--- config.mk ---
export PLATFORM = sky130hd
export DESIGN_NAME = battery_current_and_eta_unit
export DESIGN_NICKNAME = d
export VERILOG_FILES = /design/src/rtl/bcet_pkg.sv /design/src/rtl/bcet_div.sv /design/src/rtl/battery_current_and_eta_unit.sv
export SDC_FILE = /design/constraint.sdc
export NUM_CORES = 2
export LEC_CHECK = 0
export CAP_MARGIN = 20
export CORE_AREA = 2 2 513 515
export CTS_BUF_LIST = sky130_fd_sc_hd__clkbuf_8
export DETAILED_ROUTE_END_ITERATION = 16
export DIE_AREA = 0 0 515 517
export DONT_BUFFER_PORTS = 1
export PLACE_DENSITY = 0.49
export SYNTH_ARGS = -nofsm -noshare
export SYNTH_HDL_FRONTEND = slang
export SYNTH_SLANG_ARGS = --single-unit
export TNS_END_PERCENT = 20
--- constraint.sdc ---
create_clock -name clk -period 21.1 [get_ports clk]
set_input_delay 3.165 -clock clk [delete_from_list [all_inputs] [get_ports clk]]
set_output_delay 3.165 -clock clk [all_outputs]
set_load 0.01 [all_outputs]
--- src/rtl/bcet_pkg.sv ---
// Package for the battery current and ETA unit: shared types, register
// indexes, divider control structs and fixed scale constants.
// No dependencies.
package bcet_pkg;

  // Shared divider geometry
  localparam int DIV_W    = 49;   // dividend / quotient width
  localparam int DVSR_W   = 32;   // divisor / remainder width
  localparam int CNT_W    = 6;    // iteration counter width
  localparam logic [CNT_W-1:0] ITER_X4  = 6'd49;  // current scaling pass
  localparam logic [CNT_W-1:0] ITER_MIN = 6'd26;  // minutes pass

  // Scaling constants
  localparam logic [14:0] NUM_SCALE   = 15'd20000;
  localparam logic [11:0] DEN_SCALE   = 12'd2147;
  localparam logic [37:0] DEADBAND_X4 = 38'd2000;    // 500 mA x4
  localparam logic [38:0] REP_HALF    = 39'd200;     // half of 400 (x4 per 100 mA)
  localparam logic [38:0] REP_SAT     = 39'd26214400; // 65536 * 400
  localparam logic [31:0] DIR_THRESH  = 32'd200;
  localparam logic [9:0]  MIN_FACTOR  = 10'd600;
  localparam logic [15:0] MINUTES_CAP = 16'hFFFE;
  localparam logic [15:0] UNKNOWN_MIN = 16'hFFFF;
  localparam logic [6:0]  PCT_FACTOR  = 7'd93;
  localparam logic [6:0]  SOC_FULL    = 7'd100;

  // Reciprocals: floor(y/25) = (y*REC25) >> 26, floor(p/100) = (p*REC100) >> 30
  localparam logic [21:0] REC25  = 22'd2684355;
  localparam logic [23:0] REC100 = 24'd10737419;

  // Configuration register indexes
  typedef enum logic [2:0] {
    CFG_SENSE_RES_VALUE   = 3'd0,
    CFG_SENSE_RES_SCALE   = 3'd1,
    CFG_DEFAULT_RES_VALUE = 3'd2,
    CFG_DEFAULT_RES_SCALE = 3'd3,
    CFG_ZERO_OFFSET_X4    = 3'd4,
    CFG_ZERO_VALID        = 3'd5
  } cfg_idx_t;

  // Current direction
  typedef enum logic [1:0] {
    DIR_IDLE = 2'd0,
    DIR_CHG  = 2'd1,
    DIR_DSG  = 2'd2
  } dir_t;

  // Divider request and status
  typedef struct packed {
    logic             start;
    logic [CNT_W-1:0] iters;
  } div_ctl_t;

  typedef struct packed {
    logic busy;
    logic done;
  } div_sts_t;

endpackage

--- src/rtl/bcet_div.sv ---
// Shared restoring divider, one quotient bit per cycle.
// Depends on bcet_pkg for widths and the control/status structs.
module bcet_div import bcet_pkg::*; (
  input  logic              clk,
  input  logic              rst_n,
  input  div_ctl_t          ctl,
  input  logic [DIV_W-1:0]  dividend,  // left-justified for the chosen iteration count
  input  logic [DVSR_W-1:0] divisor,
  output div_sts_t          sts,
  output logic [DIV_W-1:0]  quotient
);

  logic [DIV_W-1:0]  q_r, q_nxt;
  logic [DVSR_W-1:0] rem_r, rem_nxt;
  logic [CNT_W-1:0]  cnt_r, cnt_nxt;
  logic              busy_r, busy_nxt;
  logic              done_r, done_nxt;

  logic [DVSR_W:0]   shifted;
  logic [DVSR_W:0]   diff;
  logic              ge;

  // One step: shift in the next dividend bit, subtract if it fits
  assign shifted = {rem_r, q_r[DIV_W-1]};
  assign ge      = shifted >= {1'b0, divisor};
  assign diff    = shifted - {1'b0, divisor};

  always_comb begin
    q_nxt    = q_r;
    rem_nxt  = rem_r;
    cnt_nxt  = cnt_r;
    busy_nxt = busy_r;
    done_nxt = 1'b0;
    if (ctl.start) begin
      q_nxt    = dividend;
      rem_nxt  = '0;
      cnt_nxt  = ctl.iters;
      busy_nxt = 1'b1;
    end else if (busy_r) begin
      q_nxt   = {q_r[DIV_W-2:0], ge};
      rem_nxt = ge ? diff[DVSR_W-1:0] : shifted[DVSR_W-1:0];
      cnt_nxt = cnt_r - 1'b1;
      if (cnt_r == CNT_W'(1)) begin
        busy_nxt = 1'b0;
        done_nxt = 1'b1;
      end
    end
  end

  // Control state
  always_ff @(posedge clk) begin
    if (!rst_n) begin
      busy_r <= 1'b0;
      done_r <= 1'b0;
      cnt_r  <= '0;
    end else begin
      busy_r <= busy_nxt;
      done_r <= done_nxt;
      cnt_r  <= cnt_nxt;
    end
  end

  // Datapath
  always_ff @(posedge clk) begin
    q_r   <= q_nxt;
    rem_r <= rem_nxt;
  end

  assign sts.busy = busy_r;
  assign sts.done = done_r;
  assign quotient = q_r;

endmodule

--- src/rtl/battery_current_and_eta_unit.sv ---
// Top level of the battery current and ETA unit: sequencer, config registers,
// moving average and output register. Depends on bcet_pkg and bcet_div.
//
//  channel | direction | handshake           | payload
//  --------+-----------+---------------------+-----------------------------------
//  in_     | slave     | in_tvalid/in_tready | in_tdata (56b), in_tuser (1b)
//  out_    | master    | out_tvalid/tready   | out_tdata (112b)
//  cfg_    | slave     | cfg_valid/cfg_ready | cfg_index (3b), cfg_data (19b)
//
// A word passes from accept to the output register through two passes of the
// shared bit-serial divider (49 quotient bits for the current scaling, 26
// for the minutes estimate, each ending on its registered done flag) and eight
// sequencer steps; paths with no minutes divide (idle current or unknown SOC)
// skip the second pass. The next word is accepted in the cycle after the load.
// rst_n is synchronous; it resets the sequencer, the average and the config registers.
// A result waits in the output register while the next word is processed;
// the sequencer stalls only if a new result is ready before the old one is taken.
module battery_current_and_eta_unit import bcet_pkg::*; (
  input  logic          clk,
  input  logic          rst_n,
  // input words
  input  logic          in_tvalid,
  output logic          in_tready,
  input  logic [55:0]   in_tdata,   // adc_word[15:0], capacity_full[31:16],
                                    // capacity_now[47:32], soc_percent[54:48]
  input  logic          in_tuser,   // soc_known
  // result words
  output logic          out_tvalid,
  input  logic          out_tready,
  output logic [111:0]  out_tdata,  // signed_ma[31:0], charge_report[47:32],
                                    // discharge_report[63:48], minutes_real[79:64],
                                    // minutes_to_full[95:80], minutes_to_empty[111:96]
  // configuration writes
  input  logic          cfg_valid,
  output logic          cfg_ready,
  input  logic [2:0]    cfg_index,
  input  logic [18:0]   cfg_data
);

  typedef enum logic [10:0] {
    ST_IDLE  = 11'b000_0000_0001,
    ST_PREP  = 11'b000_0000_0010,
    ST_MUL   = 11'b000_0000_0100,
    ST_DIV1  = 11'b000_0000_1000,
    ST_CUR   = 11'b000_0001_0000,
    ST_EMA   = 11'b000_0010_0000,
    ST_MIN   = 11'b000_0100_0000,
    ST_DIV2  = 11'b000_1000_0000,
    ST_SCALE = 11'b001_0000_0000,
    ST_PCT   = 11'b010_0000_0000,
    ST_DONE  = 11'b100_0000_0000
  } state_t;

  // Control registers
  state_t       state_r, state_nxt;
  logic         out_valid_r, out_valid_nxt;
  logic [31:0]  ema_r, ema_nxt;
  dir_t         ema_dir_r, ema_dir_nxt;

  // Config registers
  logic [15:0]  sense_res_value_r, sense_res_value_nxt;
  logic [15:0]  sense_res_scale_r, sense_res_scale_nxt;
  logic [15:0]  default_res_value_r, default_res_value_nxt;
  logic [15:0]  default_res_scale_r, default_res_scale_nxt;
  logic [18:0]  zero_offset_r, zero_offset_nxt;
  logic         zero_valid_r, zero_valid_nxt;

  // Payload registers
  logic [15:0]  adc_r, adc_nxt;
  logic         soc_known_r, soc_known_nxt;
  logic [15:0]  cfull_r, cfull_nxt;
  logic [15:0]  cnow_r, cnow_nxt;
  logic [6:0]   soc_r, soc_nxt;
  logic         corr_neg_r, corr_neg_nxt;
  logic [18:0]  mag_r, mag_nxt;
  logic         scale_ok_r, scale_ok_nxt;
  logic [30:0]  ns_r, ns_nxt;
  logic [27:0]  den_r, den_nxt;
  logic [37:0]  x4_r, x4_nxt;
  logic         chg_r, chg_nxt;
  logic         nz_r, nz_nxt;
  logic [31:0]  cur_ma_r, cur_ma_nxt;
  logic [31:0]  curmag_r, curmag_nxt;
  dir_t         dir_r, dir_nxt;
  logic [20:0]  rep_y_r, rep_y_nxt;
  logic         rep_sat_r, rep_sat_nxt;
  logic [15:0]  chg_rep_r, chg_rep_nxt;
  logic [15:0]  dsg_rep_r, dsg_rep_nxt;
  logic [25:0]  capx_r, capx_nxt;
  logic [15:0]  m_r, m_nxt;
  logic [22:0]  p93_r, p93_nxt;
  logic [15:0]  real_r, real_nxt;
  logic [15:0]  tfull_r, tfull_nxt;
  logic [15:0]  tempty_r, tempty_nxt;
  logic [111:0] out_data_r, out_data_nxt;

  // Divider hookup
  div_ctl_t          div_ctl;
  div_sts_t          div_sts;
  logic [DIV_W-1:0]  div_dividend;
  logic [DVSR_W-1:0] div_divisor;
  logic [DIV_W-1:0]  div_q;

  // Combinational helpers
  logic [15:0]  sw;
  logic [19:0]  corr_c;
  logic [19:0]  corr_abs;
  logic [15:0]  res_sel, num_sel;
  logic [48:0]  scaled_c;
  logic [37:0]  x4_c;
  logic [38:0]  ma_sum;
  logic [36:0]  ma_c;
  logic [31:0]  mag32_c;
  logic [38:0]  rep_sum;
  logic [42:0]  rep_prod;
  logic [15:0]  rep_c;
  logic [36:0]  ema_sum;
  logic [15:0]  cap_c;
  logic [46:0]  pct_prod;
  logic [15:0]  pct_c;
  logic         load_out;

  bcet_div u_div (
    .clk      (clk),
    .rst_n    (rst_n),
    .ctl      (div_ctl),
    .dividend (div_dividend),
    .divisor  (div_divisor),
    .sts      (div_sts),
    .quotient (div_q)
  );

  assign in_tready  = (state_r == ST_IDLE);
  assign cfg_ready  = 1'b1;
  assign out_tvalid = out_valid_r;
  assign out_tdata  = out_data_r;

  // Offset-corrected count x4, magnitude and resistance choice
  assign sw       = {adc_r[7:0], adc_r[15:8]};
  assign corr_c   = {{2{sw[15]}}, sw, 2'b00}
                  - (zero_valid_r ? {zero_offset_r[18], zero_offset_r} : 20'd0);
  assign corr_abs = corr_c[19] ? (~corr_c + 20'd1) : corr_c;
  assign res_sel  = (sense_res_value_r != 16'd0) ? sense_res_value_r : default_res_value_r;
  assign num_sel  = (sense_res_scale_r != 16'd0) ? sense_res_scale_r : default_res_scale_r;

  // Numerator for the scaling divide, rounded half up
  assign scaled_c = 49'(mag_r) * 49'(ns_r) + 49'(den_r >> 1);

  // Scaled current with deadband
  always_comb begin
    x4_c = scale_ok_r ? div_q[37:0] : 38'd0;
    if (!zero_valid_r && (x4_c < DEADBAND_X4)) begin
      x4_c = 38'd0;
    end
  end

  // Rounded mA, saturated by direction
  assign ma_sum = {1'b0, x4_r} + 39'd2;
  assign ma_c   = ma_sum[38:2];
  always_comb begin
    if (!corr_neg_r) begin
      mag32_c = (ma_c > 37'h0_7FFF_FFFF) ? 32'h7FFF_FFFF : ma_c[31:0];
    end else begin
      mag32_c = (ma_c > 37'h0_8000_0000) ? 32'h8000_0000 : ma_c[31:0];
    end
  end

  // Report in 100 mA units: (x4 + 200) / 400 as >>4 then reciprocal of 25
  assign rep_sum  = {1'b0, x4_r} + REP_HALF;
  assign rep_prod = 43'(rep_y_r) * 43'(REC25);
  assign rep_c    = rep_sat_r ? 16'hFFFF : rep_prod[41:26];

  // Moving average step: (15*ema + cur + 8) / 16
  assign ema_sum = ({5'd0, ema_r} << 4) - {5'd0, ema_r} + {5'd0, curmag_r} + 37'd8;

  // Capacity left to move in the current direction
  assign cap_c = (dir_r == DIR_CHG) ? ((cfull_r >= cnow_r) ? (cfull_r - cnow_r) : 16'd0)
                                    : cnow_r;

  // 93 percent: floor(p / 100) by reciprocal
  assign pct_prod = 47'(p93_r) * 47'(REC100);
  assign pct_c    = pct_prod[45:30];

  // Sequencer
  always_comb begin
    state_nxt     = state_r;
    out_valid_nxt = out_valid_r;
    ema_nxt       = ema_r;
    ema_dir_nxt   = ema_dir_r;
    adc_nxt       = adc_r;
    soc_known_nxt = soc_known_r;
    cfull_nxt     = cfull_r;
    cnow_nxt      = cnow_r;
    soc_nxt       = soc_r;
    corr_neg_nxt  = corr_neg_r;
    mag_nxt       = mag_r;
    scale_ok_nxt  = scale_ok_r;
    ns_nxt        = ns_r;
    den_nxt       = den_r;
    x4_nxt        = x4_r;
    chg_nxt       = chg_r;
    nz_nxt        = nz_r;
    cur_ma_nxt    = cur_ma_r;
    curmag_nxt    = curmag_r;
    dir_nxt       = dir_r;
    rep_y_nxt     = rep_y_r;
    rep_sat_nxt   = rep_sat_r;
    chg_rep_nxt   = chg_rep_r;
    dsg_rep_nxt   = dsg_rep_r;
    capx_nxt      = capx_r;
    m_nxt         = m_r;
    p93_nxt       = p93_r;
    real_nxt      = real_r;
    tfull_nxt     = tfull_r;
    tempty_nxt    = tempty_r;
    out_data_nxt  = out_data_r;
    div_ctl.start = 1'b0;
    div_ctl.iters = ITER_X4;
    div_dividend  = scaled_c;
    div_divisor   = {4'd0, den_r};
    load_out      = 1'b0;

    if (out_valid_r && out_tready) begin
      out_valid_nxt = 1'b0;
    end

    unique case (state_r)
      ST_IDLE: begin
        if (in_tvalid) begin
          adc_nxt       = in_tdata[15:0];
          cfull_nxt     = in_tdata[31:16];
          cnow_nxt      = in_tdata[47:32];
          soc_nxt       = in_tdata[54:48];
          soc_known_nxt = in_tuser;
          state_nxt     = ST_PREP;
        end
      end
      ST_PREP: begin
        corr_neg_nxt = corr_c[19];
        mag_nxt      = corr_abs[18:0];
        scale_ok_nxt = (corr_abs != 20'd0) && (res_sel != 16'd0) && (num_sel != 16'd0);
        ns_nxt       = 31'(num_sel) * 31'(NUM_SCALE);
        den_nxt      = 28'(res_sel) * 28'(DEN_SCALE);
        state_nxt    = ST_MUL;
      end
      ST_MUL: begin
        div_ctl.start = 1'b1;
        state_nxt     = ST_DIV1;
      end
      ST_DIV1: begin
        if (div_sts.done) begin
          x4_nxt    = x4_c;
          state_nxt = ST_CUR;
        end
      end
      ST_CUR: begin
        nz_nxt      = (x4_r != 38'd0);
        chg_nxt     = (x4_r != 38'd0) && !corr_neg_r;
        curmag_nxt  = mag32_c;
        if (x4_r == 38'd0) begin
          cur_ma_nxt = 32'd0;
        end else if (!corr_neg_r) begin
          cur_ma_nxt = mag32_c;
        end else begin
          cur_ma_nxt = ~mag32_c + 32'd1;
        end
        if ((x4_r != 38'd0) && (mag32_c >= DIR_THRESH)) begin
          dir_nxt = corr_neg_r ? DIR_DSG : DIR_CHG;
        end else begin
          dir_nxt = DIR_IDLE;
        end
        rep_sat_nxt = (rep_sum >= REP_SAT);
        rep_y_nxt   = rep_sum[24:4];
        state_nxt   = ST_EMA;
      end
      ST_EMA: begin
        chg_rep_nxt = chg_r ? rep_c : 16'd0;
        dsg_rep_nxt = (nz_r && !chg_r) ? rep_c : 16'd0;
        capx_nxt    = 26'(cap_c) * 26'(MIN_FACTOR);
        if (dir_r == DIR_IDLE) begin
          ema_nxt     = 32'd0;
          ema_dir_nxt = DIR_IDLE;
        end else if ((dir_r != ema_dir_r) || (ema_r == 32'd0)) begin
          ema_nxt     = curmag_r;
          ema_dir_nxt = dir_r;
        end else begin
          ema_nxt = ema_sum[35:4];
        end
        state_nxt = ST_MIN;
      end
      ST_MIN: begin
        real_nxt   = UNKNOWN_MIN;
        tfull_nxt  = UNKNOWN_MIN;
        tempty_nxt = UNKNOWN_MIN;
        state_nxt  = ST_DONE;
        if (soc_known_r) begin
          if ((dir_r != DIR_IDLE) && (ema_r != 32'd0)) begin
            div_ctl.start = 1'b1;
            div_ctl.iters = ITER_MIN;
            div_dividend  = {capx_r, 23'd0};
            div_divisor   = ema_r;
            state_nxt     = ST_DIV2;
          end else if (soc_r == 7'd0) begin
            tempty_nxt = 16'd0;
          end else if (soc_r == SOC_FULL) begin
            tfull_nxt = 16'd0;
          end
        end
      end
      ST_DIV2: begin
        div_divisor = ema_r;
        if (div_sts.done) begin
          m_nxt     = (div_q[25:0] > 26'(MINUTES_CAP)) ? MINUTES_CAP : div_q[15:0];
          state_nxt = ST_SCALE;
        end
      end
      ST_SCALE: begin
        p93_nxt   = 23'(m_r) * 23'(PCT_FACTOR);
        state_nxt = ST_PCT;
      end
      ST_PCT: begin
        real_nxt = m_r;
        if (dir_r == DIR_CHG) begin
          tfull_nxt  = pct_c;
          tempty_nxt = UNKNOWN_MIN;
        end else begin
          tfull_nxt  = UNKNOWN_MIN;
          tempty_nxt = pct_c;
        end
        state_nxt = ST_DONE;
      end
      ST_DONE: begin
        if (!out_valid_r || out_tready) begin
          load_out  = 1'b1;
          state_nxt = ST_IDLE;
        end
      end
      default: begin
        state_nxt = ST_IDLE;
      end
    endcase

    // Output register
    if (load_out) begin
      out_valid_nxt = 1'b1;
      out_data_nxt  = {tempty_r, tfull_r, real_r, dsg_rep_r, chg_rep_r, cur_ma_r};
    end
  end

  // Register writes
  always_comb begin
    sense_res_value_nxt   = sense_res_value_r;
    sense_res_scale_nxt   = sense_res_scale_r;
    default_res_value_nxt = default_res_value_r;
    default_res_scale_nxt = default_res_scale_r;
    zero_offset_nxt       = zero_offset_r;
    zero_valid_nxt        = zero_valid_r;
    if (cfg_valid) begin
      case (cfg_index)
        CFG_SENSE_RES_VALUE:   sense_res_value_nxt   = cfg_data[15:0];
        CFG_SENSE_RES_SCALE:   sense_res_scale_nxt   = cfg_data[15:0];
        CFG_DEFAULT_RES_VALUE: default_res_value_nxt = cfg_data[15:0];
        CFG_DEFAULT_RES_SCALE: default_res_scale_nxt = cfg_data[15:0];
        CFG_ZERO_OFFSET_X4:    zero_offset_nxt       = cfg_data;
        CFG_ZERO_VALID:        zero_valid_nxt        = cfg_data[0];
        default: ;
      endcase
    end
  end

  // Control and config state
  always_ff @(posedge clk) begin
    if (!rst_n) begin
      state_r             <= ST_IDLE;
      out_valid_r         <= 1'b0;
      ema_r               <= 32'd0;
      ema_dir_r           <= DIR_IDLE;
      sense_res_value_r   <= 16'd0;
      sense_res_scale_r   <= 16'd0;
      default_res_value_r <= 16'd1;
      default_res_scale_r <= 16'd1;
      zero_offset_r       <= 19'd0;
      zero_valid_r        <= 1'b0;
    end else begin
      state_r             <= state_nxt;
      out_valid_r         <= out_valid_nxt;
      ema_r               <= ema_nxt;
      ema_dir_r           <= ema_dir_nxt;
      sense_res_value_r   <= sense_res_value_nxt;
      sense_res_scale_r   <= sense_res_scale_nxt;
      default_res_value_r <= default_res_value_nxt;
      default_res_scale_r <= default_res_scale_nxt;
      zero_offset_r       <= zero_offset_nxt;
      zero_valid_r        <= zero_valid_nxt;
    end
  end

  // Payload registers
  always_ff @(posedge clk) begin
    adc_r       <= adc_nxt;
    soc_known_r <= soc_known_nxt;
    cfull_r     <= cfull_nxt;
    cnow_r      <= cnow_nxt;
    soc_r       <= soc_nxt;
    corr_neg_r  <= corr_neg_nxt;
    mag_r       <= mag_nxt;
    scale_ok_r  <= scale_ok_nxt;
    ns_r        <= ns_nxt;
    den_r       <= den_nxt;
    x4_r        <= x4_nxt;
    chg_r       <= chg_nxt;
    nz_r        <= nz_nxt;
    cur_ma_r    <= cur_ma_nxt;
    curmag_r    <= curmag_nxt;
    dir_r       <= dir_nxt;
    rep_y_r     <= rep_y_nxt;
    rep_sat_r   <= rep_sat_nxt;
    chg_rep_r   <= chg_rep_nxt;
    dsg_rep_r   <= dsg_rep_nxt;
    capx_r      <= capx_nxt;
    m_r         <= m_nxt;
    p93_r       <= p93_nxt;
    real_r      <= real_nxt;
    tfull_r     <= tfull_nxt;
    tempty_r    <= tempty_nxt;
    out_data_r  <= out_data_nxt;
  end

  // Checks
  a_busy_not_ready: assert property (@(posedge clk) disable iff (!rst_n)
    div_sts.busy |-> !in_tready)
    else $error("divider busy while input ready");

  a_idle_avg_zero: assert property (@(posedge clk) disable iff (!rst_n)
    (ema_dir_r == DIR_IDLE) |-> (ema_r == 32'd0))
    else $error("average nonzero with idle direction");

  a_done_in_wait: assert property (@(posedge clk) disable iff (!rst_n)
    div_sts.done |-> ((state_r == ST_DIV1) || (state_r == ST_DIV2)))
    else $error("divider finished outside a wait step");

  a_done_loads: assert property (@(posedge clk) disable iff (!rst_n)
    ((state_r == ST_DONE) && !out_valid_r) |=> (out_valid_r && (state_r == ST_IDLE)))
    else $error("finished word not loaded into output register");

endmodule

==> impl_metrics.py <==
metrics = {
    "detailed_routing": {
        "drt_iter0_markers": 3292,
        "route.antenna.remaining_nets": 0,
        "remaining_drcs": 0,
        "routed_wirelength_um": 214400,
        "via_per_inst": 4.779,
        "vias": 54530,
        "drt-pass1-iter-count": 8,
        "detail_route.wl_per_cell_um": 18.79,
    },
    "place": {
        "place.detailed.hpwl_um": 167900,
        "dpl_worst_slack_ns": 11.63,
        "gpl.final_weighted_congestion": 0.9037,
        "dp_cells": 11145,
        "io_buffers": 0,
    },
    "setup_path": {
        "setup.worst_path.end_class": "flip-flop",
        "worst-endpoint-required_ns": 21.70,
        "critPathMostFrequentCell": "fa_1",
        "crit_path_max_incr_delay_ns": 1.06,
        "worst-setup-path-type": "flip-flop to flip-flop",
        "worst_path_max_delay_cell": "edfxtp_1",
        "cp_data_arrival_time_ns": 10.12,
        "startpoint_kind_of_the_worst_setup_timing_path": "flip-flop",
        "worst-path-max-fanout": 19,
    },
    "timing": {
        "setup_viols_final": 0,
        "fin_crit_sh_pct": 45.10,
        "final_critical_delay_including_setup_and_external_delays_ns": 9.515,
        "timing_hold_violations_final": 0,
        "final_max_tran_viols": 0,
        "finalClockSkew_ns": 0.1868,
        "fin_tns_setup_ns": 0,
        "achievable_freq_ghz": 0.1051,
        "tightestPinTransition_ns": 1.141,
        "rsz0062_at_grt": "no",
        "slew_hr_pct": 23.90,
        "layout_setup_ws_ns": 11.58,
    },
    "floorplan": {
        "initial_utilization_pct": 29.84,
        "chipWidth_um": 515,
        "floorplan.rows": 188,
        "core_area_um2": 261100,
        "num_io_pins": 199,
        "die-height_um": 517,
        "fp.dieArea_um2": 266300,
    },
    "synth": {
        "synth_area_leaders": "fa_1, edfxtp_1, ha_1, inv_1, dfxtp_1",
        "postSynthRegisterBits": 732,
        "synth_sequential_area_ratio_pct": 26.03,
        "synth.top_cell.area_share_pct": 23.51,
        "async_reset_ff_share_pct": 0,
        "commonest_register_cell_after_synthesis": "edfxtp_1",
        "syn-num-nets": 9881,
        "synth_enable_flop_cells": 562,
        "syn_area_per_cell_um2": 9.876,
        "netlist_instances": 7889,
        "synthesized_cell_area_um2": 77910,
        "yosysWarningCount": 0,
        "yosys.cell_types.count": 93,
        "post-synth-top-area-cell": "fa_1",
    },
    "final_layout": {
        "final_cell_count_no_fill": 11411,
        "register_area_um2": 20280,
        "fillerInstances": 26857,
        "multi_input_comb_area_um2": 51050,
        "area_growth_pct": 8.804,
        "layout-drive-gt1-share_pct": 4.599,
        "count_of_nets_after_finishing": 9870,
    },
    "min_path": {
        "timing.hold.worst.class": "flip-flop to flip-flop",
    },
    "clock_network": {
        "worstSkewPairLatency_ns": 1.04,
        "htreeDepth": 4,
        "hold_buffers": 0,
        "cts.clk_slew.worst_paths_ns": 0.06,
        "tritoncts": "built",
        "cts.root.buffer_cell": "clkbuf_8",
        "cts_buffers": 146,
        "cts_resized": 0,
        "clock_path_buffers": 4,
        "post_cts.repair.setup_buffers": 0,
        "numClockSinks": 732,
    },
    "global_route": {
        "globalRouteTotalUtil_pct": 16.20,
        "grt_pass1_vias": 56968,
        "grt_antenna_before_repair": 7,
        "global_route.overflow_total": 0,
        "first_pass_grt_wire_length_um": 335300,
        "largest_net_degree_at_the_start_of_global_routing": 83,
    },
    "pwr": {
        "pwrdens_nw_per_um2": 99.70,
        "total_switching_power_w": 0.003993,
        "power_frac_comb_pct": 63.1,
        "power_frac_seq_pct": 19.8,
        "swShare_pct": 47.25,
        "static-leakage-power_nw": 39.27,
        "power.ir.vdd_worst_mv": 0.2143,
        "p_int_w": 0.004459,
        "pwr-share-clk_pct": 17.1,
    },
    "job": {
        "max_cap_viol_count": 0,
    },
    "outcome": {
        "run_status": "complete, no violations",
    },
}
[worst max-delay path, delay by kind of cell (launching register included)]
family | cells | cell delay (ns)
buf+inv | 4 | 0.42
simple gates | 7 | 1.38
fa+ha+maj | 7 | 3.72
compound gates | 5 | 1.84
xor+xnor | 2 | 0.79
flops | 1 | 1.06
[state kept, by name, summed over array words and instances (netlist names), 19 cells and up]
register,flops
u_div.rem_r,32
cur_ma_r,32
rep_y_r,21
ns_r,26
p93_r,23
out_tdata,112
x4_r,38
den_r,28
curmag_r,32
mag_r,19
capx_r,23
ema_r,32
u_div.quotient,49
zero_offset_r,19
[final timing paths]
| path | depth (start not counted) | to | from | slack (ns) |
|---|---|---|---|---|
| setup / recovery | 25 | u_div.quotient[48] | ns_r[12] | 11.58 |
| hold / removal | 0 | out_tdata[22] | cur_ma_r[22] | 0.39 |
| setup reg to reg | 25 | u_div.quotient[48] | ns_r[12] | 11.58 |
| hold reg to reg | 0 | out_tdata[22] | cur_ma_r[22] | 0.39 |
[kinds of logic after synthesis]
kind of cell    Yosys count  share of synthesized area [%]
mux                      68                         0.8816
fa+ha+maj              1908                          39.46
compound gates         1139                          9.022
simple gates           1925                          12.11
other cells               1                       0.004813
flops                   732                          26.03
buf+inv                1767                          8.571
xor+xnor                349                          3.923
[cell usage after synthesis, types with 48 or more instances]
cell type / instances
inv_1: 1527
ha_1: 993
fa_1: 915
nand2_1: 750
edfxtp_1: 562
a21oi_1: 432
nor2_1: 304
and2_1: 298
o21ai_0: 229
xnor2_1: 205
clkbuf_1: 200
dfxtp_1: 170
xor2_1: 144
a21o_1: 119
nand3_1: 108
nor3_1: 75
mux2i_1: 63
nor2b_1: 55
nand4_1: 53
nand2b_1: 48
nor4_1: 48
[per-stage QoR]
stage	instance area, um^2	total power (W)	utilization (%)	hold WS (ns)
after floorplan	77910	0.005559	-	0.4003
after global placement	81900	0.007051	31.37	0.4031
after detailed placement	81900	0.007093	31.37	0.4045
after CTS	84680	0.008614	32.43	0.3914
after global routing	84760	0.009240	32.46	0.3881
final	84770	0.008452	32.47	0.3940
[cells in the final DEF, fill, tap and decap left out, types with 29 or more instances in the layout]
cell / count
inv_1: 1562
ha_1: 993
fa_1: 915
nand2_1: 748
edfxtp_1: 562
a21oi_1: 432
nor2_1: 301
and2_1: 297
o21ai_0: 229
xnor2_1: 205
dfxtp_1: 169
clkbuf_8: 155
xor2_1: 144
a21o_1: 119
nand3_1: 108
buf_4: 76
nor3_1: 75
mux2i_1: 63
nand4_1: 53
nor2b_1: 53
nand2b_1: 48
nor4_1: 46
or2_2: 41
a22oi_1: 36
a211oi_1: 33
o21a_1: 33
o21bai_1: 29
a31oi_1: 29
[routing by layer]
| layer | GRT usage (%) | wire length [um] |
|---|---|---|
| met2 | 27.09 | 100500 |
| met4 | 4.615 | 6160 |
| met5 | 0 | 0 |
| met3 | 2.256 | 9861 |
| met1 | 21.75 | 97870 |
[final cells by class]
class	count	share of cell area, %
Multi-Input combinational cell	5390	60.21
Sequential cell	732	23.92
Inverter	1530	6.778
Tap cell	3420	5.048
Clock buffer	155	2.516
Clock inverter	95	0.7645
Timing Repair Buffer	78	0.7232
Antenna cell	11	0.03247
[power groups by stage]
stage	sequential [W]	clock, W	combinational, W
final	0.00168	0.00145	0.00533
after global routing	0.00168	0.00157	0.00599
after CTS	0.00168	0.00151	0.00543
after detailed placement	0.00170	0	0.00539
after global placement	0.00170	0	0.00535
after floorplan	0.00168	0	0.00388
(Power assumes the default switching activity.)
